**src/hdl/dam_pkg.sv**
```systemverilog
`default_nettype none
// ----------------------------------------------------------------------------
// dam_pkg
// Shared types, constants and helper functions of the digit array multiplier.
// ----------------------------------------------------------------------------
package dam_pkg;

   localparam int DIGITS_DEF = 32;
   localparam int DIGIT_W    = 4;
   localparam int RADIX_W    = 5;
   localparam int CSR_DW     = 32;
   localparam int CSR_AW     = 3;
   localparam int MAX_DPROD  = 225;   // largest product of two 4-bit digits

   localparam logic [RADIX_W-1:0] RADIX_RESET = 5'd10;
   localparam logic [RADIX_W-1:0] RADIX_MIN   = 5'd2;
   localparam logic [RADIX_W-1:0] RADIX_MAX   = 5'd16;

   // register index, taken from paddr[2]
   localparam logic REG_RADIX = 1'b0;

   typedef struct packed {
      logic [DIGIT_W-1:0] digit_a;
      logic [DIGIT_W-1:0] digit_b;
   } req_type;

   typedef struct packed {
      logic [DIGIT_W-1:0] product_digit;
      logic               last_digit;
   } rsp_type;

   typedef struct packed {
      logic load_wr;     // write the accepted digit pair
      logic clear_acc;   // zero the column accumulator
      logic rd_en;       // read one digit pair for a partial product
      logic div_clear;   // zero the remainder before a division
      logic div_step;    // one restoring division step
   } cmd_type;

   // column sum plus incoming carry never exceeds twice the column bound
   function automatic int acc_width(input int digits);
      return $clog2(2 * digits * MAX_DPROD + 1);
   endfunction

   function automatic logic [RADIX_W-1:0] clamp_radix(input logic [RADIX_W-1:0] r);
      logic [RADIX_W-1:0] res;
      res = r;
      if (r < RADIX_MIN) begin
         res = RADIX_MIN;
      end else if (r > RADIX_MAX) begin
         res = RADIX_MAX;
      end
      return res;
   endfunction

endpackage
`default_nettype wire

```
**src/hdl/dam_datapath.sv**
```systemverilog
`default_nettype none
// ----------------------------------------------------------------------------
// dam_datapath
// Operand memories, digit multiply-accumulate pipe and bit-serial divider
// that splits each column sum into a product digit and a carry.
// ----------------------------------------------------------------------------
module dam_datapath #(
   parameter int DIGITS = dam_pkg::DIGITS_DEF,
   localparam int IDX_W = $clog2(DIGITS)
) (
   input  wire                              clock,
   input  wire                              reset,
   input  dam_pkg::cmd_type                 cmd,
   input  wire  [IDX_W-1:0]                 load_addr,
   input  wire  [IDX_W-1:0]                 rd_addr_a,
   input  wire  [IDX_W-1:0]                 rd_addr_b,
   input  dam_pkg::req_type                 req_data,
   input  wire  [dam_pkg::RADIX_W-1:0]      radix,
   output logic                             pipe_busy,
   output logic [dam_pkg::DIGIT_W-1:0]      digit
);
   import dam_pkg::*;

   localparam int ACC_W  = acc_width(DIGITS);
   localparam int PROD_W = 2 * DIGIT_W;

   logic [DIGIT_W-1:0] first_operand_ff  [DIGITS];
   logic [DIGIT_W-1:0] second_operand_ff [DIGITS];

   logic [DIGIT_W-1:0] rd_a_ff, rd_b_ff;
   logic [PROD_W-1:0]  prod_ff;
   logic               rd_vld_ff, rd_vld_in;
   logic               prod_vld_ff, prod_vld_in;
   logic [ACC_W-1:0]   acc_ff, acc_in;
   logic [DIGIT_W-1:0] rem_ff, rem_in;

   logic [RADIX_W-1:0] shifted;
   logic [RADIX_W-1:0] diff;
   logic               qbit;

   // operand memories: one write port, one registered read port each
   always_ff @(posedge clock) begin
      if (cmd.load_wr) begin
         first_operand_ff[load_addr]  <= req_data.digit_a;
         second_operand_ff[load_addr] <= req_data.digit_b;
      end
      if (cmd.rd_en) begin
         rd_a_ff <= first_operand_ff[rd_addr_a];
         rd_b_ff <= second_operand_ff[rd_addr_b];
      end
   end

   always_comb begin
      rd_vld_in   = cmd.rd_en;
      prod_vld_in = rd_vld_ff;
   end

   always_ff @(posedge clock) begin
      if (reset) begin
         rd_vld_ff   <= 1'b0;
         prod_vld_ff <= 1'b0;
      end else begin
         rd_vld_ff   <= rd_vld_in;
         prod_vld_ff <= prod_vld_in;
      end
   end

   always_ff @(posedge clock) begin
      prod_ff <= PROD_W'(rd_a_ff) * PROD_W'(rd_b_ff);
   end

   // restoring division: remainder takes the dividend's top bit, the
   // quotient bit shifts into the accumulator from below
   always_comb begin
      shifted = {rem_ff, acc_ff[ACC_W-1]};
      diff    = shifted - radix;
      qbit    = (shifted >= radix);
   end

   always_comb begin
      acc_in = acc_ff;
      rem_in = rem_ff;
      if (cmd.clear_acc) begin
         acc_in = '0;
      end else if (cmd.div_step) begin
         acc_in = {acc_ff[ACC_W-2:0], qbit};
         rem_in = qbit ? diff[DIGIT_W-1:0] : shifted[DIGIT_W-1:0];
      end else if (prod_vld_ff) begin
         acc_in = acc_ff + ACC_W'(prod_ff);
      end
      if (cmd.div_clear) begin
         rem_in = '0;
      end
   end

   always_ff @(posedge clock) begin
      acc_ff <= acc_in;
      rem_ff <= rem_in;
   end

   assign pipe_busy = rd_vld_ff | prod_vld_ff;
   assign digit     = rem_ff;

endmodule
`default_nettype wire

```
**src/hdl/dam_ctrl.sv**
```systemverilog
`default_nettype none
// ----------------------------------------------------------------------------
// dam_ctrl
// Sequencer: counts loaded digit pairs, walks the product columns, issues
// the partial products of each column, runs the divider and emits digits.
// ----------------------------------------------------------------------------
module dam_ctrl #(
   parameter int DIGITS = dam_pkg::DIGITS_DEF,
   localparam int IDX_W = $clog2(DIGITS)
) (
   input  wire                 clock,
   input  wire                 reset,
   input  wire                 start,
   input  wire                 pipe_busy,
   output logic                busy,
   output logic                rsp_strobe,
   output logic                last_digit,
   output dam_pkg::cmd_type    cmd,
   output logic [IDX_W-1:0]    load_addr,
   output logic [IDX_W-1:0]    rd_addr_a,
   output logic [IDX_W-1:0]    rd_addr_b
);
   import dam_pkg::*;

   localparam int ACC_W  = acc_width(DIGITS);
   localparam int STEP_W = $clog2(ACC_W);
   localparam logic [IDX_W-1:0]  LAST_IDX  = IDX_W'(DIGITS - 1);
   localparam logic [STEP_W-1:0] LAST_STEP = STEP_W'(ACC_W - 1);
   localparam logic [IDX_W-1:0]  IDX_ONE   = IDX_W'(1);
   localparam logic [STEP_W-1:0] STEP_ONE  = STEP_W'(1);

   typedef enum logic [2:0] {
      S_LOAD,
      S_MAC,
      S_DRAIN,
      S_DIV,
      S_EMIT
   } state_type;

   state_type         state_ff, state_in;
   logic [IDX_W-1:0]  load_cnt_ff, load_cnt_in;
   logic [IDX_W-1:0]  col_ff, col_in;
   logic [IDX_W-1:0]  term_ff, term_in;
   logic [STEP_W-1:0] step_ff, step_in;
   logic              busy_ff, busy_in;
   logic              strobe_ff, strobe_in;
   logic              last_ff, last_in;
   logic              accept;

   assign accept = start & ~busy_ff;

   always_comb begin
      state_in    = state_ff;
      load_cnt_in = load_cnt_ff;
      col_in      = col_ff;
      term_in     = term_ff;
      step_in     = step_ff;
      busy_in     = busy_ff;
      strobe_in   = 1'b0;
      last_in     = last_ff;
      cmd         = '0;
      case (state_ff)
         S_LOAD: begin
            cmd.load_wr = accept;
            if (accept) begin
               if (load_cnt_ff == LAST_IDX) begin
                  load_cnt_in   = '0;
                  cmd.clear_acc = 1'b1;
                  col_in        = '0;
                  term_in       = '0;
                  busy_in       = 1'b1;
                  state_in      = S_MAC;
               end else begin
                  load_cnt_in = load_cnt_ff + IDX_ONE;
               end
            end
         end
         S_MAC: begin
            cmd.rd_en = 1'b1;
            if (term_ff == col_ff) begin
               state_in = S_DRAIN;
            end else begin
               term_in = term_ff + IDX_ONE;
            end
         end
         S_DRAIN: begin
            // hold until the last partial product is in the accumulator
            if (!pipe_busy) begin
               cmd.div_clear = 1'b1;
               step_in       = '0;
               state_in      = S_DIV;
            end
         end
         S_DIV: begin
            cmd.div_step = 1'b1;
            step_in      = step_ff + STEP_ONE;
            if (step_ff == LAST_STEP) begin
               strobe_in = 1'b1;
               last_in   = (col_ff == LAST_IDX);
               state_in  = S_EMIT;
            end
         end
         S_EMIT: begin
            // quotient left in the accumulator is the next column's carry
            if (col_ff == LAST_IDX) begin
               busy_in  = 1'b0;
               state_in = S_LOAD;
            end else begin
               col_in   = col_ff + IDX_ONE;
               term_in  = '0;
               state_in = S_MAC;
            end
         end
         default: begin
            state_in = S_LOAD;
         end
      endcase
   end

   always_ff @(posedge clock) begin
      if (reset) begin
         state_ff    <= S_LOAD;
         load_cnt_ff <= '0;
         col_ff      <= '0;
         term_ff     <= '0;
         step_ff     <= '0;
         busy_ff     <= 1'b0;
         strobe_ff   <= 1'b0;
         last_ff     <= 1'b0;
      end else begin
         state_ff    <= state_in;
         load_cnt_ff <= load_cnt_in;
         col_ff      <= col_in;
         term_ff     <= term_in;
         step_ff     <= step_in;
         busy_ff     <= busy_in;
         strobe_ff   <= strobe_in;
         last_ff     <= last_in;
      end
   end

   assign busy       = busy_ff;
   assign rsp_strobe = strobe_ff;
   assign last_digit = last_ff;
   assign load_addr  = load_cnt_ff;
   assign rd_addr_a  = term_ff;
   assign rd_addr_b  = col_ff - term_ff;

endmodule
`default_nettype wire

```
**src/hdl/digit_array_multiplier.sv**
```systemverilog
`default_nettype none
// ----------------------------------------------------------------------------
// digit_array_multiplier
// Schoolbook multiplier of two DIGITS-digit numbers in a programmable radix.
// ----------------------------------------------------------------------------
// Load the operands one digit pair per item, least significant first; busy
// stays low while loading, so a pair can be taken every cycle. The item that
// completes the operands raises busy. The product is then formed column by
// column: column k takes k+1 digit multiply-accumulate steps (one partial
// product per cycle, limited by the single read port of each operand
// memory), a drain of the read and multiply registers, a bit-serial division
// of the ACC_W-bit column sum by the radix (ACC_W = clog2(450*DIGITS+1), 14
// for DIGITS=32) and an emit state. Product digits come out least significant
// first, each on rsp_strobe for one cycle; the receiver must take each one as
// it comes. Only the low DIGITS digits are given, the last one with last_digit
// set. The radix register reads back as written but is used clamped to 2..16,
// and must not be written while busy is high.
// ----------------------------------------------------------------------------
module digit_array_multiplier #(
   parameter int DIGITS = dam_pkg::DIGITS_DEF
) (
   input  wire                           clock,
   input  wire                           reset,
   // configuration
   input  wire                           psel,
   input  wire                           penable,
   input  wire                           pwrite,
   input  wire  [dam_pkg::CSR_AW-1:0]    paddr,
   input  wire  [dam_pkg::CSR_DW-1:0]    pwdata,
   output logic [dam_pkg::CSR_DW-1:0]    prdata,
   output logic                          pready,
   // operand digits
   input  wire                           start,
   output logic                          busy,
   input  dam_pkg::req_type              req_data,
   // product digits
   output logic                          rsp_strobe,
   output dam_pkg::rsp_type              rsp_data
);
   import dam_pkg::*;

   localparam int IDX_W = $clog2(DIGITS);

   logic [RADIX_W-1:0] radix_ff, radix_in;
   logic [RADIX_W-1:0] radix_eff;
   logic               csr_write;
   logic               reg_sel;

   cmd_type            cmd;
   logic [IDX_W-1:0]   load_addr;
   logic [IDX_W-1:0]   rd_addr_a;
   logic [IDX_W-1:0]   rd_addr_b;
   logic               pipe_busy;
   logic [DIGIT_W-1:0] digit;
   logic               last_digit;

   assign reg_sel   = paddr[2];
   assign csr_write = psel & penable & pwrite & pready;

   always_comb begin
      radix_in = radix_ff;
      if (csr_write && reg_sel == REG_RADIX) begin
         radix_in = pwdata[RADIX_W-1:0];
      end
   end

   always_ff @(posedge clock) begin
      if (reset) begin
         radix_ff <= RADIX_RESET;
      end else begin
         radix_ff <= radix_in;
      end
   end

   assign prdata    = (reg_sel == REG_RADIX) ? CSR_DW'(radix_ff) : '0;
   assign pready    = 1'b1;
   assign radix_eff = clamp_radix(radix_ff);

   dam_ctrl #(
      .DIGITS (DIGITS)
   ) u_ctrl (
      .clock      (clock),
      .reset      (reset),
      .start      (start),
      .pipe_busy  (pipe_busy),
      .busy       (busy),
      .rsp_strobe (rsp_strobe),
      .last_digit (last_digit),
      .cmd        (cmd),
      .load_addr  (load_addr),
      .rd_addr_a  (rd_addr_a),
      .rd_addr_b  (rd_addr_b)
   );

   dam_datapath #(
      .DIGITS (DIGITS)
   ) u_datapath (
      .clock     (clock),
      .reset     (reset),
      .cmd       (cmd),
      .load_addr (load_addr),
      .rd_addr_a (rd_addr_a),
      .rd_addr_b (rd_addr_b),
      .req_data  (req_data),
      .radix     (radix_eff),
      .pipe_busy (pipe_busy),
      .digit     (digit)
   );

   assign rsp_data.product_digit = digit;
   assign rsp_data.last_digit    = last_digit;

endmodule
`default_nettype wire

```
**config.mk**
```make
export PLATFORM = sky130hd
export DESIGN_NAME = digit_array_multiplier
export DESIGN_NICKNAME = d
export VERILOG_FILES = /design/src/hdl/dam_pkg.sv /design/src/hdl/dam_datapath.sv /design/src/hdl/dam_ctrl.sv /design/src/hdl/digit_array_multiplier.sv
export SDC_FILE = /design/constraint.sdc
export NUM_CORES = 1
export LEC_CHECK = 0
export ABC_CLOCK_PERIOD_IN_PS = 6500
export BUFFER_PORTS_ARGS = -buffer_cell sky130_fd_sc_hd__buf_4
export CAP_MARGIN = 15
export CORE_MARGIN = 5
export CORE_UTILIZATION = 50
export CTS_BUF_LIST = sky130_fd_sc_hd__clkbuf_8 sky130_fd_sc_hd__clkbuf_16
export DETAILED_ROUTE_END_ITERATION = 8
export PLACE_DENSITY = 0.68
export SETUP_SLACK_MARGIN = 0.3
export SLEW_MARGIN = 40
export SYNTH_ARGS = -nofsm -noshare
export SYNTH_HDL_FRONTEND = slang
export SYNTH_HIERARCHICAL = 1
export SYNTH_SLANG_ARGS = --single-unit
```
**constraint.sdc**
```tcl
create_clock -name clock -period 6.5 [get_ports clock]
set_input_delay 0.65 -clock clock [delete_from_list [all_inputs] [get_ports clock]]
set_output_delay 0.65 -clock clock [all_outputs]
set_load 0.01 [all_outputs]
```
# Yosys cells after proc, flatten, opt, wreduce, memory -nomap -nowiden
# Memories as Yosys holds them, arrays and structs flattened. A register that Yosys moved wholly into a read port is not among the register bits.
# Cells that the tools add are included.
[op_classes] addsub=7 mul=1 div_mod_pow=0 magnitude_cmp=3 eq_ne=16 n_shift=0 mux=37 bitwise_logic=8 reduce_logical=15
[ops] operator="2-to-1 mux 5 bit" n=9
[ops] operator="2-to-1 mux 14 bit" n=2
[ops] operator="adder 5 x 1 -> 5 bit, second input constant" n=3
[ops] operator="2-to-1 mux 3 bit" n=5
[ops] operator="case mux 3 bit (5 select lines)" n=1
[ops] operator="case mux 5 bit (3 select lines)" n=1
[ops] operator="adder 14 x 8 -> 14 bit" n=1
[ops] operator="2-to-1 mux 1 bit" n=13
[ops] operator="== test 5 bit, second input constant" n=2
[ops] operator="inequality test 2 x 1 -> 1 bit, second input constant" n=5
[ops] operator="case mux 5 bit (2 select lines)" n=1
[ops] operator="AND reduction 5 bit" n=2
[ops] operator="multiplier 4 x 4 -> 8 bit" n=1
[ops] operator="2-to-1 mux 4 bit" n=2
[ops] operator="case mux 4 bit (2 select lines)" n=1
[ops] operator="AND reduction 2 bit" n=4
[ops] operator="AND reduction 4 bit" n=2
[ops] operator="== test 3 x 2 -> 1 bit, second input constant" n=2
[ops] operator="inequality test 2 bit, second input constant" n=3
[ops] operator="nonzero test 2 bit" n=3
[ops] operator="== test 5 bit" n=1
[ops] operator="greater-or-equal comparator 5 bit" n=1
[ops] operator="greater-than comparator 5 bit, second input constant" n=1
[ops] operator="less-than comparator 5 x 2 -> 1 bit, second input constant" n=1
[ops] operator="other kinds (15)" n=20
[word_totals] reg_bits=58 latch_bits=0 mem_bits_rw=256 rom_bits=0 in_bits=49 out_inout_bits=40 memories=2
[mem_list] name="u_datapath.first_operand_ff" words=32 word_bits=4 rd=1 rd_clocked_by_memory_dff=1 write_ports=1 line="dam_datapath.sv:27" rtl="logic [DIGIT_W-1:0] first_operand_ff [DIGITS];"
[mem_list] name="u_datapath.second_operand_ff" words=32 word_bits=4 rd=1 rd_clocked_by_memory_dff=1 write_ports=1 line="dam_datapath.sv:28" rtl="logic [DIGIT_W-1:0] second_operand_ff [DIGITS];"

# Longest topological paths before layout
[logic_depth] ltp_word=6 mapped_depth=11 ltp_nobuf=10

# Cells and area by module
# Netlist, hierarchy kept.
[modules_own_cells] mod="dam_datapath" n_inst=1 cells_per_inst=672 area_per_inst_um2=12276.8 seq_area_each_um2=8488.1
[modules_own_cells] mod="dam_ctrl" n_inst=1 cells_per_inst=180 area_per_inst_um2=1477.7 seq_area_each_um2=500.5
[modules_own_cells] mod="digit_array_multiplier" n_inst=1 cells_per_inst=66 area_per_inst_um2=539.3 seq_area_each_um2=100.1

# Worst setup path after synthesis
# Ideal clock, no wire load.
[synth_path] path_type="register to register" start="register u_ctrl.term_ff[2], in the netlist u_ctrl/rd_addr_a[2]" end="register u_datapath.rd_b_ff[0], read port of u_datapath.second_operand_ff (data pin)" arrival_time_ns=2.598 required_ns=6.240 path_slack_ns=3.642 path_stages_with_launch=9 synth_period_minus_slack_ns=2.858 path_cell_list="dfxtp_1 > inv_1 > ha_1 > a21o_1 > a21oi_1 > xor2_1 > buf_1 > mux4_2 > mux2_2"
[synth_between] elab_chain_len=1
[synth_lines] element="start: declaration" line="dam_ctrl.sv:43" rtl="logic [IDX_W-1:0] term_ff, term_in;"
[synth_lines] element="start signal: assignment" line="dam_ctrl.sv:134" rtl="term_ff <= term_in;"
[synth_lines] element="subtractor 5 bit" line="dam_ctrl.sv:147" rtl="assign rd_addr_b = col_ff - term_ff;"
[synth_lines] element="named net rd_addr_b[4]" line="digit_array_multiplier.sv:52" rtl="logic [IDX_W-1:0] rd_addr_b;"
[synth_lines] element="end: declaration" line="dam_datapath.sv:30" rtl="logic [DIGIT_W-1:0] rd_a_ff, rd_b_ff;"
# The timed path passes the listed nets, and every way through them passes these cells.
# A chain may end at the register's enable or synchronous reset.

# Worst setup path in the final report
[layout_path] start="register u_ctrl.term_ff[1], in the netlist u_ctrl/rd_addr_a[1]" end="register u_datapath.rd_b_ff[1], read port of u_datapath.second_operand_ff (data pin)"
# Same word-level chain as after synthesis.

==> flow_metrics.py <==
metrics = {
    "outcome": {
        "outcome": "complete, no violations",
    },
    "setup_path": {
        "worstPathRequired_ps": 6760,
        "cp-start-kind": "flip-flop",
        "reg2reg_slack_ps": 2800,
        "r2r_start": "u_ctrl/rd_addr_a[1]",
        "worstSetupPathType": "reg -> reg",
        "crit_arrival_ps": 3960,
        "path_max_fanout": 37,
        "r2r_cells": 7,
        "r2r-end": "u_datapath/rd_b_ff[1]",
        "end_kind": "flip-flop",
    },
    "min_path": {
        "hold_start": "pwdata[3]",
        "hold_end": "radix_ff[3]",
        "whs_path_depth": 3,
        "hp-class": "in -> reg",
    },
    "routing": {
        "drt_first_pass_iters": 5,
        "drcViolationCount": 0,
        "drt-total-wl_mm": 26.6,
        "drtIter0Drc": 460,
        "wl_per_cell_microns": 19.5,
        "vias": 7614,
        "vias_per_cell": 5.59,
        "postRouteAntennaNets": 0,
    },
    "finish": {
        "layout-drive-gt1-share": 0.204,
        "area_growth_pct": 11.0,
        "diodes": 0,
        "fillers": 2214,
        "nets": 1044,
    },
    "cts": {
        "cts_max_level": 2,
        "cts_tree": "yes",
        "cts_setup_buffers": 0,
        "cts_resized": 0,
        "root_buffer": "clkbuf_16",
        "hold_buffers": 0,
        "clk_latency_ps": 510,
        "cts_num_sinks": 322,
        "clockBufferDepth": 3,
        "clk_pin_slew_ps": 60,
        "cts_made_buffers": 34,
    },
    "floorplan": {
        "core_sq_um": 28500,
        "num_rows": 62,
        "die_w_microns": 179,
        "die_h_microns": 179,
        "dieArea_sq_um": 32100,
        "io_pins": 89,
        "start_util": 0.502,
    },
    "place": {
        "gp_congestion": 0.799,
        "dp_hpwl_mm": 17.3,
        "port_buffers": 31,
    },
    "yosys": {
        "ys_ff_latch": 322,
        "synth_area_sq_um": 14300,
        "yosysTopAreaCellShare": 0.555,
        "synth_top_cell_by_area": "edfxtp_1",
        "synth_warnings": 6,
        "synth_edf_count": 264,
        "postSynthAreaPerCell_sq_um": 15.6,
        "yosysUniqueCellTypes": 62,
        "async_reset_ff_frac": 0,
        "yosysSeqAreaShare": 0.636,
        "syn_inst": 918,
        "synthFlopType": "edfxtp_1",
        "yosys-top-cells-area": "edfxtp_1 55%, mux4_2 13%, dfxtp_1 8.1%",
    },
    "sta": {
        "slew_headroom": 0.427,
        "timing.hold.ws_ps": 413,
        "setup_tns_ps": 0,
        "post-route-period-util": 0.569,
        "setup_viol": 0,
        "finalClockSkew_ps": 12.9,
        "max_freq_mhz": 270,
        "tightest_slew_ps": 849,
        "min_period_ps": 3700,
        "hold_viol": 0,
        "slew_viol_final": 0,
        "rsz0062_at_grt": "false",
    },
    "grt": {
        "grt_pass1_vias": 7558,
        "grt_overflow_total": 0,
        "grt_max_degree": 38,
        "grt_pass1_wl_mm": 42.2,
        "groute.usage.overall": 0.170,
        "antenna_found_initial": 0,
    },
    "pwr": {
        "p_leak_nw": 5.41,
        "seqPwrFrac": 0.489,
        "p_comb_frac": 0.116,
        "pwr-share-clk": 0.395,
        "powerDensity_nw_per_um2": 305,
        "total_power_mw": 4.84,
        "p_sw_mw": 1.15,
        "ir_drop_v": 0.000254,
        "p_sw_frac": 0.237,
        "internal_power_mw": 3.70,
    },
    "flow_run": {
        "max_cap_viol_count": 0,
    },
}
## worst max path at each step
stage | from | slack [ps] | endpoint | depth (start not counted)
finish | u_ctrl/rd_addr_a[1] | 2800 | u_datapath/rd_b_ff[1] | 7
global route | u_ctrl/rd_addr_a[1] | 2640 | u_datapath/rd_b_ff[1] | 7
CTS | u_ctrl/rd_addr_a[1] | 2780 | u_datapath/rd_b_ff[1] | 7
detailed placement | u_ctrl/rd_addr_a[1] | 2820 | u_datapath/rd_b_ff[1] | 7
global placement | u_ctrl/rd_addr_a[1] | 2790 | u_datapath/rd_b_ff[1] | 7
floorplan | u_ctrl/rd_addr_a[2] | 3640 | u_datapath/rd_b_ff[0] | 8
## critical path, stage by stage (launching register included)
cell and delay, ps:
dfxtp_1 310, buf_4 470, fa_1 500, inv_1 600, buf_4 380, mux4_2 370, mux4_2 520, mux2_2 280
## through the flow
| stage | util | setup slack [ps] | cell area, sq um | std cells |
|---|---|---|---|---|
| after floorplan | - | 3640 | 14400 | 944 |
| after global placement | 0.518 | 2790 | 14700 | 1300 |
| after detailed placement | 0.518 | 2820 | 14700 | 1300 |
| after CTS | 0.557 | 2780 | 15900 | 1362 |
| after global routing | 0.558 | 2640 | 15900 | 1362 |
| final | 0.558 | 2800 | 15900 | 1362 |
## cells in the mapped netlist (all sizes together), types with 7 or more instances
master and n:
a21o 10, a21oi 34, and2 12, buf 54, clkbuf 11, dfxtp 58, edfxtp 264, fa 7
ha 36, inv 40, mux2 8, mux2i 12, mux4 80, nand2 33, nand2b 7, nand3 19
nand3b 7, nor2 71, nor2b 18, nor3 15, nor3b 7, o21ai 16, o22ai 7, xnor2 10
xor2 11
## state kept, by name, indices dropped and copies added (netlist names)
signal,flops
radix_ff,5
u_ctrl/busy,1
u_ctrl/col_ff,5
u_ctrl/last_digit,1
u_ctrl/load_addr,5
u_ctrl/rd_addr_a,5
u_ctrl/rsp_strobe,1
u_ctrl/state_ff,3
u_ctrl/step_ff,4
u_datapath/acc_ff,14
u_datapath/digit,4
u_datapath/first_operand_ff,128
u_datapath/prod_ff,8
u_datapath/prod_vld_ff,1
u_datapath/prod_vld_in,1
u_datapath/rd_a_ff,4
u_datapath/rd_b_ff,4
u_datapath/second_operand_ff,128
## cell families after synthesis
kind of cell               count (synthesis)  synth area share
and+or+nand+nor                          219            0.0816
other                                      2          0.000525
xor gates and xnor gates                  21            0.0129
adders and majority gates                 43            0.0413
muxes                                    100             0.141
buffers and inverters                    105            0.0397
DFF                                      322             0.636
AOI/OAI and AO/OA                        106            0.0474
## placed cells by master (no fill, tap or decap), drive strengths merged, types with 18 or more instances in the layout
cell / instances
a21oi: 34
buf: 37
clkbuf: 35
conb: 28
dfxtp: 58
edfxtp: 264
ha: 36
inv: 51
mux4: 80
nand2: 33
nand3: 19
nor2: 71
nor2b: 18
## area by class of cell
cell class	instances	area, sq um	area share
Tap cell	384	480	0.0303
Clock inverter	27	244	0.0154
Clock buffer	35	876	0.0552
Sequential cell	322	9090	0.573
Multi-Input combinational cell	517	4750	0.299
Inverter	40	150	0.00946
Timing Repair Buffer	37	278	0.0175
## power groups by stage
stage / clock network (mW) / logic [mW] / registers, mW
after global placement: 0 / 0.544 / 2.41
after global routing: 2.05 / 0.644 / 2.38
after floorplan: 0 / 0.440 / 2.39
after detailed placement: 0 / 0.556 / 2.41
after CTS: 1.96 / 0.562 / 2.37
final: 1.91 / 0.562 / 2.37
## routing by layer
| layer | share of wire | GRT usage | vias up |
|---|---|---|---|
| li1 | - | - | 3545 |
| met4 | 0.014 | 0.0365 | 0 |
| met5 | 0 | 0 | - |
| met3 | 0.057 | 0.0327 | 31 |
| met1 | 0.43 | 0.234 | 3863 |
| met2 | 0.49 | 0.285 | 175 |
(Power assumes the default switching activity.)
